**src/hdl/bfbd_divider.sv**
```systemverilog
// ----------------------------------------------------------------------------
// bfbd_divider
// restoring divider, one quotient bit per cycle, 32-bit divisor
// ----------------------------------------------------------------------------
module bfbd_divider #(
  parameter int NUM_W = 25
) (
  input  logic             clk,
  input  logic             rst,
  input  logic             start,
  input  logic [NUM_W-1:0] numerator,
  input  logic [31:0]      divisor,
  output logic             done,
  output logic [NUM_W-1:0] quotient
);

  localparam int CW = $clog2(NUM_W);

  logic             busy;
  logic [CW-1:0]    cnt;
  logic [31:0]      rem;
  logic [31:0]      den;
  logic [NUM_W-1:0] quo;
  logic [32:0]      rem_sh;
  logic [32:0]      rem_sub;
  logic             q_bit;

  // shift in the next numerator bit and try the subtract
  always_comb begin
    rem_sh  = {rem, quo[NUM_W-1]};
    rem_sub = rem_sh - {1'b0, den};
    q_bit   = (rem_sh >= {1'b0, den});
  end

  always_ff @(posedge clk) begin
    if (rst) begin
      busy <= 1'b0;
      done <= 1'b0;
      cnt  <= '0;
    end else begin
      done <= 1'b0;
      if (start) begin
        busy <= 1'b1;
        cnt  <= '0;
      end else if (busy) begin
        cnt <= cnt + CW'(1);
        if (cnt == CW'(NUM_W - 1)) begin
          busy <= 1'b0;
          done <= 1'b1;
        end
      end
    end
  end

  always_ff @(posedge clk) begin
    if (start) begin
      rem <= '0;
      den <= divisor;
      quo <= numerator;
    end else if (busy) begin
      rem <= q_bit ? rem_sub[31:0] : rem_sh[31:0];
      quo <= {quo[NUM_W-2:0], q_bit};
    end
  end

  assign quotient = quo;

endmodule

```
**config.mk**
```make
export PLATFORM = sky130hd
export DESIGN_NAME = bfbd_divider
export DESIGN_NICKNAME = d
export VERILOG_FILES = /design/src/hdl/bfbd_divider.sv
export SDC_FILE = /design/constraint.sdc
export NUM_CORES = 1
export LEC_CHECK = 0
export ABC_AREA = 1
export BUFFER_PORTS_ARGS = -buffer_cell sky130_fd_sc_hd__buf_2
export CAP_MARGIN = 20
export CORE_MARGIN = 5
export CORE_UTILIZATION = 64
export DETAILED_ROUTE_END_ITERATION = 10
export PLACE_DENSITY = 0.92
export SLEW_MARGIN = 10
export SYNTH_ARGS = -nofsm -noshare
export SYNTH_HDL_FRONTEND = slang
export SYNTH_SLANG_ARGS = --single-unit
```
**constraint.sdc**
```tcl
create_clock -name clk -period 5.38 [get_ports clk]
set_clock_uncertainty 0.15 [all_clocks]
set_input_delay 0.269 -clock clk [delete_from_list [all_inputs] [get_ports clk]]
set_output_delay 0.269 -clock clk [all_outputs]
set_load 0.01 [all_outputs]
```
### After elaboration in Yosys (flattened, before gate mapping)

Cells that the tools add are included.
W data, S select, Z words.

| operators by class | value |
|---|---|
| add/sub/neg operators | 2 |
| magnitude comparators | 1 |
| equal/unequal tests | 1 |
| mux-type cells | 7 |
| bitwise operators | 1 |
| reductions and logical operators | 3 |

Operators with widths:

| operator | number |
|---|---|
| $mux W25 | 2 |
| $ge A33 B32 Y1 | 1 |
| $mux W32 | 1 |
| $sub A32 B32 Y32 | 1 |
| $add A5 B1 Y5 const B | 1 |
| $eq A5 B5 Y1 const B | 1 |
| $mux W1 | 4 |
| $reduce_or A3 Y1 | 1 |
| $reduce_bool A2 Y1 | 1 |
| $reduce_or A2 Y1 | 1 |
| $not A1 Y1 | 1 |

| storage, ports and cells | value |
|---|---|
| bits in registers | 96 |
| input bits | 60 |
| output and inout bits | 26 |
| logic and storage cells | 21 |

### Depth between registers and ports, before layout

| logic depth | value |
|---|---|
| depth in word-level cells | 4 |
| mapped depth | 17 |
| depth with buffers taken out | 16 |

### Least setup slack after synthesis

Ideal clock, no wire load.

| path | value |
|---|---|
| kind | in2reg |
| from | input port start |
| to | register quo[0] (netlist: quotient[0]), enable pin |
| arrival time | 1,652 ps |
| required time | 4,830 ps |
| path slack | 3,178 ps |
| stages on the path | 4 |
| buffers on the path | 2 |
| cells stage by stage | clkbuf_1 nor2_1 inv_1 clkbuf_1 |

| between the ends | value |
|---|---|
| longest elaborated chain between the ends | 1 |

Ends and longest elaborated chain:

| item | line | text |
|---|---|---|
| from (decl) | 10 | `input logic start,` |
| $reduce_bool A2 Y1 (no source line) | - |  |
| to (signal assigned) | 59 | `quo <= numerator;` |
| to (signal assigned) | 62 | `quo <= {quo[NUM_W-2:0], q_bit};` |
| to (decl) | 23 | `logic [NUM_W-1:0] quo;` |

Every way passes these cells.
A chain may end at the register's enable or synchronous reset.

### Worst setup path in the final report

| path | value |
|---|---|
| from | register den[29] |
| to | register rem[4] |

| between the ends | value |
|---|---|
| longest elaborated chain between the ends | 2 |

Ends and longest elaborated chain:

| item | line | text |
|---|---|---|
| from (decl) | 22 | `logic [31:0] den;` |
| from (signal assigned) | 58 | `den <= divisor;` |
| $ge A33 B32 Y1 | 32 | `q_bit = (rem_sh >= {1'b0, den});` |
| $mux W32 | 61 | `rem <= q_bit ? rem_sub[31:0] : rem_sh[31:0];` |
| to (signal assigned) | 61 |  |
| to (decl) | 21 | `logic [31:0] rem;` |

Every way passes these cells.

==> qor.csv <==
stage;metric;value;unit
status;status;finished, final reports clean;
cts;insertion_delay;0.40;ns
detailed_routing;ant_nets;0;
power;vdd.ir_drop.worst;0.2811;mV
synth;yosysTopAreaCell;edfxtp_1;
synth;synth_common_cells;374 x nand2_1, 185 x inv_1, 77 x nand3_1;
final_layout;seqCellArea;0.002492;mm2
worst_setup_path;cp_common_cell;nand2_1;
place;pre_cts_ws;2.275;ns
floorplan;die_w;111.5;um
synth;synthFlopType;edfxtp_1;
worst_setup_path;path_cells;inv_1 -> ha_1 -> nand2_1 -> inv_2 -> nand2_1 -> inv_1 -> a21oi_1 -> nand2_1 -> nor2_4 -> nand2_4 -> nand2_2 -> nand3_1 -> o21ai_1;
detailed_routing;drc;0;
grt;grt.total_usage;0.3040;
final_layout;syn2layout_area_growth;17.46;%
synth;netlist.area_leader.share;0.2596;
place;placed_cells;1165;
detailed_routing;via_per_inst;5.244;
worst_setup_path;worstPathArrival;3.39;ns
cts;cts_made_buffers;9;
timing;layout_setup_ws;2.156;ns
final_layout;finalNonFillerCells;1227;
floorplan;initial_core_util;0.6474;
timing;rsz0062_at_grt;false;
place;place_congestion;0.9992;
timing;setup_viol;0;
synth;syn_inst;960;
cts;cts_setup_buffers;0;
worst_setup_path;cp_slowest_cell;nor2_4;
floorplan;die_h;111.5;um
timing;period_minus_slack;3.224;ns
flow_run;cap_violations;0;
synth;post_synth.cell_area_avg;6.869;um2
timing;setup_tns;0;ns
synth;yosysUniqueCellTypes;39;
place;port_buffers;85;
worst_setup_path;cp-start-kind;flip-flop;
worst_setup_path;worstSetupEndpointType;flip-flop;
timing;hold_violations;0;
floorplan;core-area;0.01018;mm2
synth;synthArstFlopShare;0;
timing;final_max_slew_viol_count;0;
cts;path_clk_slew;0.10;ns
worst_setup_path;crit_buf_inv;3;
grt;first_global_vias;6545;
synth;yosys-top-cells-area;edfxtp_1 26%, nand2_1 21%, dfxtp_1 12%;
grt;antenna_found_initial;0;
timing;clock.fmax;310.2;MHz
timing;relSlewSlack;0.3684;
cts;cts_sinks;96;
detailed_routing;wl_per_cell;14.81;um
place;dp_hpwl;12420;um
timing;min_period_over_period;0.5992;
cts;ctsRootBufferMaster;clkbuf_8;
final_layout;final.fill_count;777;
synth;syn_nets;1055;
synth;ys_seq_elements;96;
final_layout;antenna_cells;0;
cts;cts_tree;yes;
grt;grt_overflow;0;
power;p_per_area;205.5;mW/mm2
synth;synth-edff-count;57;
grt;grt_first_pass_wirelength;30730;um
worst_setup_path;crit_fanout;34;
synth;yosysMostFrequentCell;nand2_1;
worst_setup_path;path_delay_family;simple AND/OR/NAND/NOR gates;
detailed_routing;routed_wl;18170;um
final_layout;fin_nets;1181;
power;leakagePower;4.198;nW
floorplan;io_pins;86;
synth;syn_area;0.006594;mm2
cts;max-clock-path-buffers;2;
synth;seq_area_frac_synth;0.3780;
worst_setup_path;cp_slowest_stage_delay;0.73;ns
worst_setup_path;crit_required;5.55;ns
timing;worst_pin_slew;0.9452;ns
floorplan;design.die.area;0.01243;mm2
detailed_routing;drtIter0Drc;566;
final_layout;drive_above_1_share;0.1302;
worst_setup_path;crit_type;flip-flop to flip-flop;
synth;ys_warn_count;0;
detailed_routing;vias;6434;
final_layout;multi_input_area;0.003266;mm2
timing;whs;0.004875;ns
detailed_routing;drtPass1Iterations;6;
hold_path;hold_path_class;primary input to flip-flop;
floorplan;num_rows;37;
cts;h-tree-depth;3;
grt;grt_max_degree;61;
-- cells by family (layout without fill, tap and decap cells) --
logic type / Yosys count / after routing / synth area share
and+or+nand+nor: 562 / 562 / 0.3706
adders and majority gates: 35 / 35 / 0.06755
buffers and inverters: 208 / 339 / 0.1271
xor gates and xnor gates: 14 / 14 / 0.01860
AOI/OAI and AO/OA: 45 / 45 / 0.03814
DFF: 96 / 96 / 0.3780
-- flip-flops by register name, summed over array words and instances, names as in the netlist --
signal    flops
den          32
busy          1
rem          32
quotient     25
cnt           5
done          1
-- per-layer routing --
metal | track usage | vias up | share of wire
met3 | 0.07174 | 56 | 0.060
met1 | 0.3488 | 2902 | 0.40
met4 | 0.1379 | 0 | 0.039
met2 | 0.5372 | 253 | 0.50
met5 | 0 | - | 0
li1 | - | 3223 | -
-- layout by cell type, fill, tap and decap left out, drive strengths merged --
| cell | count |
|---|---|
| clkinv | 4 |
| o21a | 3 |
| dlygate4sd3 | 46 |
| o211ai | 1 |
| and2 | 4 |
| xor2 | 1 |
| dfxtp | 39 |
| nand3 | 84 |
| ha | 34 |
| buf | 89 |
| clkinvlp | 1 |
| inv | 188 |
| nor3b | 1 |
| nand3b | 14 |
| o21bai | 3 |
| nand4 | 9 |
| nand2 | 393 |
| xnor2 | 13 |
| clkbuf | 10 |
| fa | 1 |
| nor2 | 49 |
| nor4 | 2 |
| o21ai | 14 |
| a211oi | 1 |
| a31oi | 2 |
| bufinv | 1 |
| a21oi | 21 |
| edfxtp | 57 |
| nor3 | 6 |
-- area by class of cell --
type,instances,share of cell area
clock buffer,10,0.01648
clock inverter,6,0.008724
inverter,188,0.09111
multi-input combinational,656,0.4216
sequential,96,0.3218
tap,136,0.02197
timing repair buffer,135,0.1183
-- repair_timing --
| item | 4_1_cts | 5_1_grt |
|---|---|---|
| gates resized for setup | 0 | 0 |
| hold buffers | 46 | 0 |
| hold endpoints to repair | 46 | 0 |
-- worst reg2reg max path, delay by kind of cell (launching register included) --
| kind | cells | cell delay, ns |
|---|---|---|
| flops | 1 | 0.35 |
| buf+inv | 3 | 0.14 |
| compound gates | 2 | 0.28 |
| fa+ha+maj | 1 | 0.36 |
| simple gates | 7 | 1.88 |
-- per-stage QoR --
stage	power, W	utilization	area (um2)
6_report	0.001591	0.7604	7745
5_1_grt	0.001659	0.7604	7745
4_1_cts	0.001587	0.7604	7745
3_5_place_dp	0.001087	0.6961	7089
3_3_place_gp	0.001079	0.6961	7089
2_1_floorplan	0.0009998	-	6594
-- worst paths after layout --
check	from	endpoint	slack (ns)	cells after the start
worst max-delay path	den[29]	rem[4]	2.16	13
worst min-delay path	numerator[4]	quotient[4]	0.005	3
worst max register to register	den[29]	rem[4]	2.16	13
worst min register to register	rem[18]	rem[18]	0.33	2
-- where the power goes --
part | internal [W] | switching [W]
Sequential | 0.000826 | 0.0000210
Clock | 0.000217 | 0.000267
Combinational | 0.000103 | 0.000157
Total | 0.00115 | 0.000445
No activity file was read; power rests on OpenSTA's default activity.
